### config.mk
export PLATFORM = sky130hd
export DESIGN_NAME = bat_ram
export DESIGN_NICKNAME = d
export VERILOG_FILES = /design/src/rtl/core/bat_ram.sv
export SDC_FILE = /design/constraint.sdc
export NUM_CORES = 1
export LEC_CHECK = 0
export ABC_AREA = 1
export BUFFER_PORTS_ARGS = -buffer_cell sky130_fd_sc_hd__buf_2
export CAP_MARGIN = 20
export CORE_MARGIN = 10
export CORE_UTILIZATION = 50
export CTS_BUF_LIST = sky130_fd_sc_hd__clkbuf_4 sky130_fd_sc_hd__clkbuf_8
export DETAILED_ROUTE_END_ITERATION = 16
export PLACE_DENSITY = 0.67
export SLEW_MARGIN = 20
export SYNTH_ARGS = -nofsm -noshare
export SYNTH_HDL_FRONTEND = slang
export SYNTH_SLANG_ARGS = --single-unit
### constraint.sdc
create_clock -name aclk -period 3.24 [get_ports aclk]
set_input_delay 0.324 -clock aclk [delete_from_list [all_inputs] [get_ports aclk]]
set_output_delay 0.324 -clock aclk [all_outputs]
set_load 0.005 [all_outputs]
### src/rtl/core/bat_ram.sv
// ----------------------------------------------------------------------------
// bat_ram
// Generic single-write, single-read RAM with registered read data.
// ----------------------------------------------------------------------------
module bat_ram #(
    parameter int WIDTH = 8,
    parameter int DEPTH = 16
) (
    input  logic                     aclk,
    input  logic                     we,
    input  logic [$clog2(DEPTH)-1:0] waddr,
    input  logic [WIDTH-1:0]         wdata,
    input  logic                     re,
    input  logic [$clog2(DEPTH)-1:0] raddr,
    output logic [WIDTH-1:0]         rdata
);

    logic [WIDTH-1:0] mem [DEPTH];

    always_ff @(posedge aclk) begin
        if (we) begin
            mem[waddr] <= wdata;
        end
        if (re) begin
            rdata <= mem[raddr];
        end
    end

endmodule

# After elaboration in Yosys (flattened, before gate mapping)
# Memory sizes are Yosys's and may differ from the RTL's. A register that Yosys moved wholly into a read port is not among the register bits.
# Cells that the tools add are included.
# totals
reg_bits	0
in_bits	19
n_memories	1
ram_bits	128
out_inout_bits	8
word_cells	3
# mem_list
memory	words	word_bits	read_ports	rd_clocked_by_memory_dff	wr	line_no	text
mem	16	8	1	1	1	18	logic [WIDTH-1:0] mem [DEPTH];
# classes
muxes	2
# op_table
cell	n
$mux 1	2

# Depth between registers and ports, before layout
# logic_depth
depth_word	2
ltp_mapped	8
ltp_nobuf	7

# Worst setup path before layout
# No wires, ideal clock.
# synth_timing
kind	in2reg
startpoint	input port waddr[2]
endpoint	memory mem[10][0] (enable)
setup_time_ns	0.370
setup_slack_ns	1.965
path_buffers	0
stages	2
arrival_time_ns	0.905
required_ns	2.870
cell_sequence	nand3b_1 > nor2_1
# synth_rtl
item	line_no	text
from (decl)	11	input logic [$clog2(DEPTH)-1:0] waddr,
to (decl)	18	
# Straight into the memory's write port.

==> impl_metrics.env <==
export IMPL_crit_path_max_incr_delay_ns=0.55
export IMPL_cp_required_ns=3.45
export IMPL_final_area_um2=6450
export IMPL_slew_headroom=0.407
export IMPL_clock_skew_ns=0.00668
export IMPL_irDropWorstVdd_v=0.000351
export IMPL_placementRows=39
export IMPL_clock_latency_ns=0.45
export IMPL_hold_viol_final=0
export IMPL_htreeDepth=4
export IMPL_final_layout_size_suffix_gt1_frac=0.102
export IMPL_ys_types=11
export IMPL_fin_tns_setup_ns=0
export IMPL_antenna_found_initial=0
export IMPL_vias_per_cell=5.14
export IMPL_port_buffers=26
export IMPL_setup_worst_path_start_class="primary input"
export IMPL_layout_nets=594
export IMPL_cpMostUsedCell="nand3_1"
export IMPL_clockBufferDepth=2
export IMPL_ios=27
export IMPL_ys_warn_count=0
export IMPL_first_iter_violations=412
export IMPL_critical_path_cell_chain="buf_2, buf_4, nand2_1, nand3_1, nand3_1, nand3_1, nand2_1"
export IMPL_ys_ff_latch=136
export IMPL_grtUsageTotal=0.162
export IMPL_layout_common_cells="nand2_1 (173), edfxtp_1 (136), inv_1 (100)"
export IMPL_final_common_cell="nand2_1"
export IMPL_drc=0
export IMPL_synth_area_um2=5850
export IMPL_detail_route_wl_per_cell_um=17.6
export IMPL_holdBufCountCts=0
export IMPL_busiest_layer="met2"
export IMPL_core_um2=11400
export IMPL_post_route_period_util=0.440
export IMPL_fmax_mhz=702
export IMPL_grt_pass1_wl_um=19700
export IMPL_crit_slowest_cell="buf_4"
export IMPL_clock_sinks=136
export IMPL_synthesis_nets=570
export IMPL_fp_dieW_um=128
export IMPL_num_vias=3760
export IMPL_hold_class="in -> reg"
export IMPL_postRouteAntennaNets=0
export IMPL_gr_usage_met1=0.203
export IMPL_dieHeight_um=128
export IMPL_cts_made_buffers=17
export IMPL_cts_tree="yes"
export IMPL_drv_slew=0
export IMPL_grt_pass1_vias=3643
export IMPL_grt_overflow=0
export IMPL_status="finished, final reports clean"
export IMPL_place_congestion=0.842
export IMPL_grtUsageMet3=0.0558
export IMPL_wl_um=12900
export IMPL_crit_arrival_ns=1.63
export IMPL_grt_max_degree=65
export IMPL_final_min_clock_period_ns=1.43
export IMPL_syn_avg_cell_area_um2=10.6
export IMPL_netlist_instances=551
export IMPL_worst_slew_pin_slew_ns=0.886
export IMPL_drt_pass1_iter_count=5
export IMPL_use_met2=0.253
export IMPL_hpwl_um=7960
export IMPL_maxCapViolCount=0
export IMPL_root_buffer="clkbuf_8"
export IMPL_die_area_um2=16400
export IMPL_cellPowerDensity_nw_per_um2=573
export IMPL_n_antenna_cell=0
export IMPL_start_util=0.512
export IMPL_finalSetupViolations=0
export IMPL_rsz0062_at_grt="no"
export IMPL_cts_resized=0
export IMPL_crit_fanout=64
export IMPL_path_class="in -> reg"
export IMPL_post_cts_buffers=0
export IMPL_nFillCells=1010
export IMPL_place_area_um2=6020
export IMPL_endpoint_kind="flip-flop"
export IMPL_syn2layout_area_growth_pct=10.3
export IMPL_path_clk_slew_ns=0.07
export IMPL_synth_yosys_seq_area_share=0.698
export IMPL_leakagePower_nw=2.76
## cell families after synthesis
kind of cell           Yosys count  share of synthesized area
flip-flops                     136                      0.698
AND/OR/NAND/NOR                289                      0.208
buffers and inverters          126                     0.0939
## stage by stage
stage	utilization	cells	hold slack, ns	power [mW]	setup slack [ns]
after floorplan	-	551	0.423	2.17	1.97
after global placement	0.528	699	0.684	2.25	1.37
after global routing	0.565	731	0.209	3.82	1.76
after detailed placement	0.528	699	0.688	2.26	1.38
final	0.565	731	0.235	3.70	1.81
after CTS	0.565	731	0.214	3.72	1.85
## area by class of cell
type | count | area (um2) | area share
well taps | 143 | 179 | 0.0278
flip-flops and latches | 136 | 4080 | 0.633
multi-input cells | 289 | 1210 | 0.188
clock buffers | 18 | 241 | 0.0375
inverters | 102 | 383 | 0.0594
repair buffers | 29 | 165 | 0.0256
clock inverters | 14 | 181 | 0.0281
## synth_stat cells (all sizes together)
| master | count | share of area |
|---|---|---|
| nand2 | 173 | 0.11 |
| edfxtp | 136 | 0.70 |
| inv | 102 | 0.065 |
| nand3 | 97 | 0.083 |
| buf | 24 | 0.028 |
| nor2 | 17 | 0.011 |
| nand3b | 2 | 0.0026 |
## critical path, delay by kind of cell
| family | cells | cell delay, ns |
|---|---|---|
| buffers and inverters | 2 | 0.64 |
| AND/OR/NAND/NOR | 5 | 0.61 |
## registers in the layout (all words and copies together), names as in the netlist
register / flops
mem: 128
rdata: 8
## path summary, 6_finish.rpt
path | from | endpoint | slack, ns | cells past startpoint
hold reg to reg | mem[10][6] | rdata[6] | 0.76 | 6
hold / removal | re | rdata[7] | 0.23 | 1
setup reg to reg | mem[3][7] | rdata[7] | 2.04 | 6
setup / recovery | raddr[0] | rdata[7] | 1.81 | 7
## metal layers
metal / vias up / wire (um)
met5: - / 0
met1: 1770 / 5620
met3: 15 / 897
met2: 146 / 6150
li1: 1829 / -
met4: 0 / 186
## power breakdown
part           leakage, nW  switching, mW  internal (mW)  total [mW]
Clock                0.216          0.639          0.838        1.48
Combinational         1.31          0.166         0.0626       0.229
Sequential            1.24        0.00997           1.98        1.99
Total                 2.76          0.815           2.88        3.70
No activity file was read; power rests on OpenSTA's default activity.
