**src/rtl/core/bat_pkg.sv**
```systemverilog
// ----------------------------------------------------------------------------
// bat_pkg
// Shared sizes, codes, types and helpers of the buddy allocator tree.
// ----------------------------------------------------------------------------
package bat_pkg;

    // Region and tree geometry
    localparam int TOTAL_EXP  = 16;
    localparam int BLOCK_EXP  = 6;
    localparam int LEVELS     = TOTAL_EXP - BLOCK_EXP;
    localparam int NODE_W     = LEVELS + 1;
    localparam int LEAF_FIRST = (1 << LEVELS) - 1;

    // Sibling-pair memory: word p holds both children of node p
    localparam int EXP_W      = 5;
    localparam int PAIR_W     = 2 * EXP_W;
    localparam int PAIR_DEPTH = (1 << LEVELS) - 1;
    localparam int PAIR_AW    = LEVELS;

    // Field widths
    localparam int ADDR_W     = 48;
    localparam int BYTES_W    = 17;
    localparam int USED_W     = 17;
    localparam int STATUS_W   = 2;

    // Stream widths
    localparam int S_TDATA_W  = 72;
    localparam int S_TUSER_W  = 2;
    localparam int M_TDATA_W  = 72;
    localparam int M_TUSER_W  = 2;

    // Register port
    localparam int CFG_DATA_W  = 64;
    localparam int CFG_ADDR_W  = 4;
    localparam int CFG_IDX_LSB = 3;
    localparam int CFG_IDX_W   = CFG_ADDR_W - CFG_IDX_LSB;
    localparam logic [CFG_IDX_W-1:0] REG_BASE_ADDRESS = '0;

    // Request kinds
    localparam logic FUNC_ALLOC = 1'b0;
    localparam logic FUNC_FREE  = 1'b1;

    typedef enum logic [STATUS_W-1:0] {
        STATUS_OK      = 2'd0,
        STATUS_NO_MEM  = 2'd1,
        STATUS_IGNORED = 2'd2,
        STATUS_UNALLOC = 2'd3
    } status_t;

    // Operands of the shared node unit
    typedef struct packed {
        logic [PAIR_W-1:0] pair;     // {right, left} child exponents
        logic              is_left;  // current node is the left child
        logic [EXP_W-1:0]  new_val;  // value to store into the current node
        logic [EXP_W-1:0]  size;     // level exponent of the current node
        logic [EXP_W-1:0]  need;     // exponent wanted by an allocate
    } node_op_t;

    typedef struct packed {
        logic [EXP_W-1:0]  own_val;    // stored value of the current node
        logic [PAIR_W-1:0] new_pair;   // pair word with the current node replaced
        logic [EXP_W-1:0]  parent_val; // parent value after merge
        logic              go_left;    // left child can hold the request
    } node_res_t;

    function automatic logic [EXP_W-1:0] bit_length(input logic [BYTES_W-1:0] v);
        logic [EXP_W-1:0] n;
        n = '0;
        for (int k = 0; k < BYTES_W; k++) begin
            if (v[k]) begin
                n = EXP_W'(k + 1);
            end
        end
        return n;
    endfunction

    function automatic logic [NODE_W-1:0] parent_of(input logic [NODE_W-1:0] i);
        return (i - NODE_W'(1)) >> 1;
    endfunction

endpackage

```
**src/rtl/core/bat_apb_regs.sv**
```systemverilog
// ----------------------------------------------------------------------------
// bat_apb_regs
// Register port holding the base address of the managed region.
// ----------------------------------------------------------------------------
module bat_apb_regs
    import bat_pkg::*;
(
    input  logic                  aclk,
    input  logic                  aresetn,
    input  logic                  psel,
    input  logic                  penable,
    input  logic                  pwrite,
    input  logic [CFG_ADDR_W-1:0] paddr,
    input  logic [CFG_DATA_W-1:0] pwdata,
    output logic [CFG_DATA_W-1:0] prdata,
    output logic                  pready,
    output logic [ADDR_W-1:0]     base_address
);

    logic [ADDR_W-1:0]    base_reg;
    logic [ADDR_W-1:0]    base_next;
    logic [CFG_IDX_W-1:0] reg_idx;

    assign reg_idx = paddr[CFG_ADDR_W-1:CFG_IDX_LSB];
    assign pready  = 1'b1;

    always_comb begin
        base_next = base_reg;
        if (psel && penable && pwrite && (reg_idx == REG_BASE_ADDRESS)) begin
            base_next = pwdata[ADDR_W-1:0];
        end
    end

    always_comb begin
        prdata = '0;
        if (reg_idx == REG_BASE_ADDRESS) begin
            prdata = CFG_DATA_W'(base_reg);
        end
    end

    always_ff @(posedge aclk) begin
        if (!aresetn) begin
            base_reg <= '0;
        end else begin
            base_reg <= base_next;
        end
    end

    assign base_address = base_reg;

endmodule

```
**config.mk**
```make
export PLATFORM = sky130hd
export DESIGN_NAME = bat_apb_regs
export DESIGN_NICKNAME = d
export VERILOG_FILES = /design/src/rtl/core/bat_pkg.sv /design/src/rtl/core/bat_apb_regs.sv
export SDC_FILE = /design/constraint.sdc
export NUM_CORES = 1
export LEC_CHECK = 0
export BUFFER_PORTS_ARGS = -buffer_cell sky130_fd_sc_hd__buf_4
export CAP_MARGIN = 20
export CORE_MARGIN = 2
export CORE_UTILIZATION = 25
export CTS_CLUSTER_DIAMETER = 200
export DETAILED_ROUTE_END_ITERATION = 16
export PLACE_DENSITY_LB_ADDON = 0.3
export SYNTH_ARGS = -nofsm -noshare
export SYNTH_HDL_FRONTEND = slang
export SYNTH_SLANG_ARGS = --single-unit
```
**constraint.sdc**
```tcl
create_clock -name aclk -period 2.6 [get_ports aclk]
set_input_delay 0.26 -clock aclk [delete_from_list [all_inputs] [get_ports aclk]]
set_output_delay 0.26 -clock aclk [all_outputs]
set_load 0.02 [all_outputs]
```
Yosys cells after proc, flatten, opt, wreduce, memory -nomap -nowiden
Index checks and enable logic that the tools add are counted.
{ "totals": {"n_memories": 0, "inputBits": 73, "word_cells": 6, "latch_bits": 0, "mem_bits_ro": 0, "output_inout_bits": 113, "ramBits": 0, "reg_bits": 48} }
{ "op_classes": {"n_bitwise": 1, "order_cmp": 0, "n_reduce_logical": 3, "div": 0, "shift": 0, "n_eq_ne": 0, "addsub": 0, "mux": 1, "n_mul": 0} }
{ "op_table": {"columns": ["operator", "n"], "rows": [
  ["2-to-1 mux 48 bit", 1],
  ["logical AND 1 bit", 3],
  ["NOT 1 bit", 1]
]} }

Longest topological paths before layout
{ "depth": {"ltp_word": 3, "ltp_mapped": 5} }

Worst setup path after synthesis
Ideal clock, no wire load.
{ "synth_timing": {"kind": "input-to-output", "from": "input paddr[3]", "to": "output prdata[26]", "slack_ns": 1.272, "path_stages": 3, "required_ns": 2.340, "arrival_time_ns": 1.068, "path_cell_list": "clkbuf_1 clkbuf_1 and2b_1"} }
{ "synth_via": {"elab_chain_len": 1} }
{ "synth_rtl": {"columns": ["item", "line", "text"], "rows": [
  ["from (decl)", "bat_apb_regs.sv:13", "input logic [CFG_ADDR_W-1:0] paddr,"],
  ["2-to-1 mux 48 bit", "bat_apb_regs.sv:36", "if (reg_idx == REG_BASE_ADDRESS) begin"],
  ["to (decl)", "bat_apb_regs.sv:15", "output logic [CFG_DATA_W-1:0] prdata,"]
]} }
No other way between the ends.

Final worst setup path
{ "layout_timing": {"from": "input paddr[3]", "to": "output prdata[36]"} }
Same word-level chain as after synthesis.

==> results.ini <==
[run_status]
status = completed

[layout]
drive_gt1_share_pct = 38.1
final_area_mm2 = 0.00356
area_growth_pct = 50.1
multi_input_area_mm2 = 0.00122
final_cell_mix = 149 x buf_4, 96 x nand2_1, 48 x mux2i_1, 48 x dfxtp_1, 44 x nor2b_1
diodes = 0
final_common_cell = buf_4
regArea_um2 = 961
n_fill_cell = 953
largest_reg_flops = 48
fin_nets = 488

[global_routing]
grt_first_pass_wirelength_um = 9200
grtUsageTotal_pct = 11.0
grt_max_degree = 97
grt_overflow = 0
grt_pass1_vias = 2055
antenna_found_initial = 0

[die]
core_mm2 = 0.00920
initial_utilization_pct = 25.8
rows = 35
die_w_um = 101
die_height_um = 101
io_pins = 186
die-area_mm2 = 0.0103

[setup_path]
cp_common_cell = buf_4
cp-start-kind = input pin
max_stage_delay_ps = 390
worst_ep_required_time_ps = 2340
crit_path_end_kind = output pin
worst-setup-path-type = in2out
crit_chain = buf_4 > and2b_1 > buf_4
cp_max_fo = 49
slowest_stage = buf_4
r2r_slack_ps = 1920
crit_arrival_ps = 1060

[sta]
finalSetupTns_ps = 0
final-max-slew-violation-count = 0
max_slew_margin_pct = 42.6
fmax_ghz = 0.758
tightest_slew_ps = 861
period_share_pct = 50.7
worst_hold_slack_ps = 209
rsz0062_at_grt = false
setup_viol_count_final = 0
finClkSkew_ps = 0
fin_crit_ps = 1320
hold_viol_final = 0

[routing]
wl_met3_um = 467
ant_nets = 0
wl_met1_um = 2370
drtPass1Iterations = 4
wirelength_um = 5800
top_layer = met4
wl_met2_um = 2910
wl_per_cell_um = 11.0
vias = 2174
drt_iter0_markers = 33
viasPerCell = 4.13
post-route-drc-count = 0

[placed_design]
placed_area_mm2 = 0.00346
dp_hpwl_um = 4130
portBuffers = 149
place.gp.congestion = 0.688

[hold_path]
holdCritPathClass = in2reg

[yosys]
seq_area_frac_synth_pct = 40.6
yosysWarnings = 0
synth_cell_types = 12
synth_top_area_cell = dfxtp_1
syn_area_mm2 = 0.00237
yosysTopAreaCellShare_pct = 40.6
syn_inst = 282
synthTopCellsByArea = dfxtp_1 41%, mux2i_1 20%, nand2_1 15%
synth.avg_cell_area_um2 = 8.40
ys_ff_latch = 48

[power_and_ir_drop]
irDropWorstVdd_uv = 196
p_leak_uw = 0.00167
power_density_mw_per_mm2 = 415
totalPowerFinal_uw = 1480

[clock_tree]
clock-sinks = 48
clk_latency_ps = 290
cts_root_buffer = clkbuf_8
numCtsBuffers = 5
clk_pin_slew_worst_paths_ps = 90
post_cts_buffers = 0
cts_buffer_depth = 2
htreeDepth = 2
tritoncts = yes
cts.repair.resized = 0
postCtsHoldBufs = 0

[run]
drv_cap = 0

where the power goes:
part	internal (uW)	switching, uW
clock	237	238
combinational	110	128
sequential	751	11.9
total	1100	378
kinds of logic (layout without fill, tap and decap cells):
group | count (synthesis) | after routing | share of synthesized area (%)
simple gates | 145 | 145 | 28.5
mux | 48 | 48 | 20.3
flops | 48 | 48 | 40.6
buf+inv | 39 | 157 | 10.3
other cells | 2 | 17 | 0.317
synth_stat cells:
master and number:
nand2_1 96, dfxtp_1 48, mux2i_1 48, nor2b_1 44, buf_4 19, clkbuf_1 14, and2b_1 4, buf_6 3
buf_2 2, conb_1 2, and4b_1 1, clkbuf_2 1
routing by layer:
metal,vias up,global-route usage (%)
met1,965,12.8
met4,0,3.74
met5,-,0
met2,99,19.5
met3,4,2.76
li1,1106,-
path summary, 6_finish.rpt:
| kind | start | end | cells past startpoint |
|---|---|---|---|
| setup reg to reg | base_address[45]$_SDFFE_PN0P_ | base_address[45]$_SDFFE_PN0P_ | 2 |
| setup / recovery | paddr[3] | prdata[36] | 3 |
| hold / removal | pwdata[40] | base_address[40]$_SDFFE_PN0P_ | 3 |
| hold reg to reg | base_address[19]$_SDFFE_PN0P_ | base_address[19]$_SDFFE_PN0P_ | 2 |
area by class of cell:
| type | count | share of cell area [%] |
|---|---|---|
| clock buffer | 7 | 2.71 |
| multi-input combinational | 210 | 34.3 |
| sequential | 48 | 27.0 |
| tap | 111 | 3.91 |
| timing repair buffer | 150 | 32.0 |
worst max-delay path: cells and delay by family:
family        cells  cell delay [ps]
buf+inv           2              540
simple gates      1              240
per-stage QoR:
step                      util (%)  std cells  setup slack (ps)
after floorplan                  -        297              1270
after global placement        37.6        519              1070
after detailed placement      37.6        519               995
after CTS                     38.7        526              1260
after global routing          38.7        526              1220
final                         38.7        526              1280
(Power assumes the default switching activity.)
