$ cat src/rtl/core/bat_pkg.sv
// ----------------------------------------------------------------------------
// bat_pkg
// Shared sizes, codes, types and helpers of the buddy allocator tree.
// ----------------------------------------------------------------------------
package bat_pkg;

    // Region and tree geometry
    localparam int TOTAL_EXP  = 16;
    localparam int BLOCK_EXP  = 6;
    localparam int LEVELS     = TOTAL_EXP - BLOCK_EXP;
    localparam int NODE_W     = LEVELS + 1;
    localparam int LEAF_FIRST = (1 << LEVELS) - 1;

    // Sibling-pair memory: word p holds both children of node p
    localparam int EXP_W      = 5;
    localparam int PAIR_W     = 2 * EXP_W;
    localparam int PAIR_DEPTH = (1 << LEVELS) - 1;
    localparam int PAIR_AW    = LEVELS;

    // Field widths
    localparam int ADDR_W     = 48;
    localparam int BYTES_W    = 17;
    localparam int USED_W     = 17;
    localparam int STATUS_W   = 2;

    // Stream widths
    localparam int S_TDATA_W  = 72;
    localparam int S_TUSER_W  = 2;
    localparam int M_TDATA_W  = 72;
    localparam int M_TUSER_W  = 2;

    // Register port
    localparam int CFG_DATA_W  = 64;
    localparam int CFG_ADDR_W  = 4;
    localparam int CFG_IDX_LSB = 3;
    localparam int CFG_IDX_W   = CFG_ADDR_W - CFG_IDX_LSB;
    localparam logic [CFG_IDX_W-1:0] REG_BASE_ADDRESS = '0;

    // Request kinds
    localparam logic FUNC_ALLOC = 1'b0;
    localparam logic FUNC_FREE  = 1'b1;

    typedef enum logic [STATUS_W-1:0] {
        STATUS_OK      = 2'd0,
        STATUS_NO_MEM  = 2'd1,
        STATUS_IGNORED = 2'd2,
        STATUS_UNALLOC = 2'd3
    } status_t;

    // Operands of the shared node unit
    typedef struct packed {
        logic [PAIR_W-1:0] pair;     // {right, left} child exponents
        logic              is_left;  // current node is the left child
        logic [EXP_W-1:0]  new_val;  // value to store into the current node
        logic [EXP_W-1:0]  size;     // level exponent of the current node
        logic [EXP_W-1:0]  need;     // exponent wanted by an allocate
    } node_op_t;

    typedef struct packed {
        logic [EXP_W-1:0]  own_val;    // stored value of the current node
        logic [PAIR_W-1:0] new_pair;   // pair word with the current node replaced
        logic [EXP_W-1:0]  parent_val; // parent value after merge
        logic              go_left;    // left child can hold the request
    } node_res_t;

    function automatic logic [EXP_W-1:0] bit_length(input logic [BYTES_W-1:0] v);
        logic [EXP_W-1:0] n;
        n = '0;
        for (int k = 0; k < BYTES_W; k++) begin
            if (v[k]) begin
                n = EXP_W'(k + 1);
            end
        end
        return n;
    endfunction

    function automatic logic [NODE_W-1:0] parent_of(input logic [NODE_W-1:0] i);
        return (i - NODE_W'(1)) >> 1;
    endfunction

endpackage

$ cat src/rtl/core/bat_node_unit.sv
// ----------------------------------------------------------------------------
// bat_node_unit
// Shared compare and merge unit applied to one sibling-pair word per step.
// ----------------------------------------------------------------------------
module bat_node_unit
    import bat_pkg::*;
(
    input  node_op_t  op,
    output node_res_t res
);

    logic [EXP_W-1:0] left_old;
    logic [EXP_W-1:0] right_old;
    logic [EXP_W-1:0] left_new;
    logic [EXP_W-1:0] right_new;

    always_comb begin
        left_old  = op.pair[EXP_W-1:0];
        right_old = op.pair[PAIR_W-1:EXP_W];
        left_new  = op.is_left ? op.new_val : left_old;
        right_new = op.is_left ? right_old : op.new_val;

        res.own_val  = op.is_left ? left_old : right_old;
        res.new_pair = {right_new, left_new};
        res.go_left  = (left_old >= op.need);

        // two fully free buddies merge into one block of the parent's size
        if ((left_new == op.size) && (right_new == op.size)) begin
            res.parent_val = op.size + EXP_W'(1);
        end else begin
            res.parent_val = (left_new > right_new) ? left_new : right_new;
        end
    end

endmodule

$ cat config.mk
export PLATFORM = sky130hd
export DESIGN_NAME = bat_node_unit
export DESIGN_NICKNAME = d
export VERILOG_FILES = /design/src/rtl/core/bat_pkg.sv /design/src/rtl/core/bat_node_unit.sv
export SDC_FILE = /design/constraint.sdc
export NUM_CORES = 1
export LEC_CHECK = 0
export ABC_AREA = 1
export BUFFER_PORTS_ARGS = -buffer_cell sky130_fd_sc_hd__buf_2
export CORE_AREA = 2 2 55 57
export DETAILED_ROUTE_END_ITERATION = 10
export DIE_AREA = 0 0 57 59
export PLACE_DENSITY = 0.59
export SETUP_SLACK_MARGIN = 0.15
export SYNTH_ARGS = -nofsm -noshare
export SYNTH_HDL_FRONTEND = slang
export SYNTH_SLANG_ARGS = --single-unit
$ cat constraint.sdc
create_clock -name vclk -period 1.9
set_clock_uncertainty 0.15 [all_clocks]
set_input_delay 0 -clock vclk [all_inputs]
set_output_delay 0 -clock vclk [all_outputs]
set_load 0.03 [all_outputs]
Word level (Yosys, flattened, before mapping)
Index checks and enable logic that the tools add are counted.

Bits in registers: 0. Input port bits: 26. Output and inout port bits: 21. Logic and storage cells: 11.

Add/sub/neg operators: 1. $lt $le $gt $ge: 2. Equality and inequality tests: 2. Multiplexer cells: 5. Reductions and logical operators: 1.

Operators with widths (count): two-way mux 5 bit (5); == test 5 bit (2); adder 5 x 1 -> 5 bit, second input constant (1); greater-or-equal comparator 5 bit (1); > comparator 5 bit (1); logical AND 1 bit (1).

Logic depth before layout (Yosys ltp)
Depth after elaboration: 4. Gate-level depth with buffers: 15. Depth with buffers taken out: 13.

Worst setup path after synthesis
Ideal clock, no wire load.

Path kind: input to output. Start: input port op[15] in the netlist's numbering. End: output port res[4] in the netlist's numbering. Arrival time: 1.812 ns. Required time: 1.750 ns. Slack: -0.062 ns. Stages: 15. Path buffers: 2. Cells stage by stage: buf_6 inv_4 buf_8 nand2_1 nand2_1 ha_1 nand2_1 inv_1 nand4_1 nand3_1 nand2_1 nand2_1 nand2_1 nand2_1 nand2_1.

RTL lines: from (decl) (RTL line bat_node_unit.sv:8) `input node_op_t op,`; to (decl) (RTL line bat_node_unit.sv:9) `output node_res_t res`.

==> impl_results.md <==
- Status: completed
- Worst slew margin: 80.2%
- P_int: slightly above 200 uW
- Period utilization: 88.1%
- Final Hold Viols: 0
- Routability Congestion: around 0.86
- Fin nets: between 200 and 300
- PortBufs: 47
- Pins Over Slew Limit: 0
- Die H: 59 um
- Setup CP Type: input port to primary output
- DRT iter0 DRCs: 28
- Register area share after synthesis: 0%
- Met1 capacity usage during global routing: 20.2%
- Net Count, Synth: 211
- Mapped cell area: 935 um2
- Die Width: roughly 57 um
- Synth Area per Inst: about 5.4 um2
- Placement Cell Area: ~0.0013 mm2
- RSZ-0062 raised after global routing: yes
- Area of the die: 0.00336 mm2
- GRT Residual Overflow: 0
- Seq pwr share: 0%
- Req. time, crit path: 1750 ps
- # rows: 19
- Switching power: 330 uW
- Area contributors post-synth: nand2_1, ha_1, inv_1
- Most frequent cell after synthesis: nand2_1
- DR vias/cell: 4.68
- Pwr Density: approximately 370 mW/mm2
- DRT Wirelength: 2630 um
- Yosys warns: 0
- Layout cells sized above 1: 43.5%
- First drt pass iteration count: 4
- Register Area: 0 um2
- Crit path launch type: input port
- Routed length per instance: 10.1 um
- Layout fillers: 302
- Synthesis-to-finish area growth: 56.8%
- Hold Path Class: input port to primary output
- Final setup viols: 0
- Antenna-violating nets left: 0
- Most Used Layer, Global Route: met2
- Tot GR Track Use: 16.0%
- Global-route wire length before repair: 4510 um
- GR Util met2: between 30% and 40%
- Post-synth cell types: 21
- Initial core utilization: between 30% and 40%
- Fmax: 597 MHz
- Clock buf count: 0
- Core area: ~0.0027 mm2
- Min Tclk post-route: 1670 ps
- Vias in the first global route: 1112
- Synth cell count leaders: nand2_1, inv_1, nand3_1, ha_1
- Clock network fraction of total power: 0%
- Num sequential: 0
- DP Worst Slack: -3.85 ps
- Worst VDD drop: 0.240 mV
- Max-cap violations: 0
- Finished Layout Cells: 261
- Switching Share: 61.4%
- Setup TNS: 0 ps
- Total number of vias: 1221
- N_diodes: 0
- Crit Path Max Fanout: 8
- Final Cell Area: between 0.001 and 0.0015 mm2
- CP Capture Type: primary output
- Largest net degree at the start of global routing: 11
- Antenna violations before repair: 0
- IO Count: 47
- Leak pwr: 0.000887 uW
- Met3 usage in global routing: 0.437%
- CP arrival: 1520 ps
- Dpl hpwl: 2230 um
- Area leader, netlist: nand2_1
- Syn Inst Count: between 150 and 200
- Cells after DPL: 259
- Worst Tran Pin Value: approximately 290 ps
- Number of remaining DRC errors: 0
- Comb pwr share: 100.0%
- Top cell type's share of synthesized area: between 20% and 30%
- Final worst slack: 226 ps
[power groups by stage]
stage / Sequential, uW / Combinational, uW / Clock, uW
after floorplan: 0 / 320 / 0
after global placement: 0 / 452 / 0
after detailed placement: 0 / 453 / 0
after CTS: 0 / 499 / 0
after global routing: 0 / 593 / 0
final: 0 / 538 / 0
[worst paths after layout]
kind / start / slack [ps] / depth (start not counted) / end
setup / recovery: op[15] / 230 / 15 / res[4]
hold / removal: op[15] / 220 / 3 / res[19]
[logic make-up after synthesis]
group	count (synthesis)	synth area share (%)
AOI/OAI and AO/OA	12	7.10
xor gates and xnor gates	3	2.81
adders and majority gates	11	14.7
buffers and inverters	35	17.5
and+or+nand+nor	113	57.8
[worst max-delay path, stage by stage]
cell and delay [ps]:
buf_8 120, buf_6 130, nand2_4 60, o21ai_4 60
ha_4 270, nand2_1 70, inv_2 70, nand4_1 150
nand3_4 140, nand2_4 80, nand2_1 70, nand2_1 50
nand2_1 70, nand2_2 50, buf_6 130
[layout make-up]
class | instances | area (um2) | area share (%)
well taps | 31 | 38.8 | 2.65
multi-input cells | 139 | 916 | 62.5
repair buffers | 60 | 389 | 26.6
inverters | 31 | 121 | 8.28
[placed cells by master, fill, tap and decap left out]
| cell type | instances |
|---|---|
| nand2_1 | 56 |
| buf_4 | 9 |
| nand3_1 | 18 |
| inv_2 | 2 |
| ha_1 | 8 |
| o21ai_1 | 1 |
| o21ai_0 | 6 |
| o21ai_4 | 2 |
| a21oi_1 | 1 |
| nand2_2 | 19 |
| buf_2 | 41 |
| nor2_8 | 1 |
| ha_4 | 3 |
| nand3_4 | 2 |
| nor2_4 | 1 |
| a21oi_2 | 1 |
| nand2_4 | 8 |
| inv_1 | 28 |
| o21bai_1 | 1 |
| buf_6 | 9 |
| nand4_1 | 8 |
| inv_6 | 1 |
| buf_8 | 1 |
| xor2_1 | 3 |
[routing by layer]
metal | part of all wire (%) | vias up | wire length (um)
li1 | - | 670 | -
met1 | 44 | 521 | 1160
met2 | 52 | 30 | 1370
met3 | 4.0 | 0 | 105
met4 | 0 | 0 | 0
met5 | 0 | - | 0
[stage by stage]
| stage | util [%] | power, uW | hold WS (ps) |
|---|---|---|---|
| 4_1_cts | 49.4 | 499 | 235 |
| 3_5_place_dp | 46.9 | 453 | 231 |
| 5_1_grt | 54.1 | 593 | 268 |
| 3_3_place_gp | 46.9 | 452 | 230 |
| 6_report | 54.1 | 538 | 223 |
| 2_1_floorplan | - | 320 | -7.34 |
[what timing repair did]
action / in CTS / in global routing
endpoints found under the hold margin: 0 / 0
pin swaps: 5 / 11
hold buffers: 0 / 0
setup buffers: 1 / 1
endpoints found under the setup margin: 5 / 5
resized for setup: 20 / 22
Note: power is estimated with default switching activity, not from simulation.
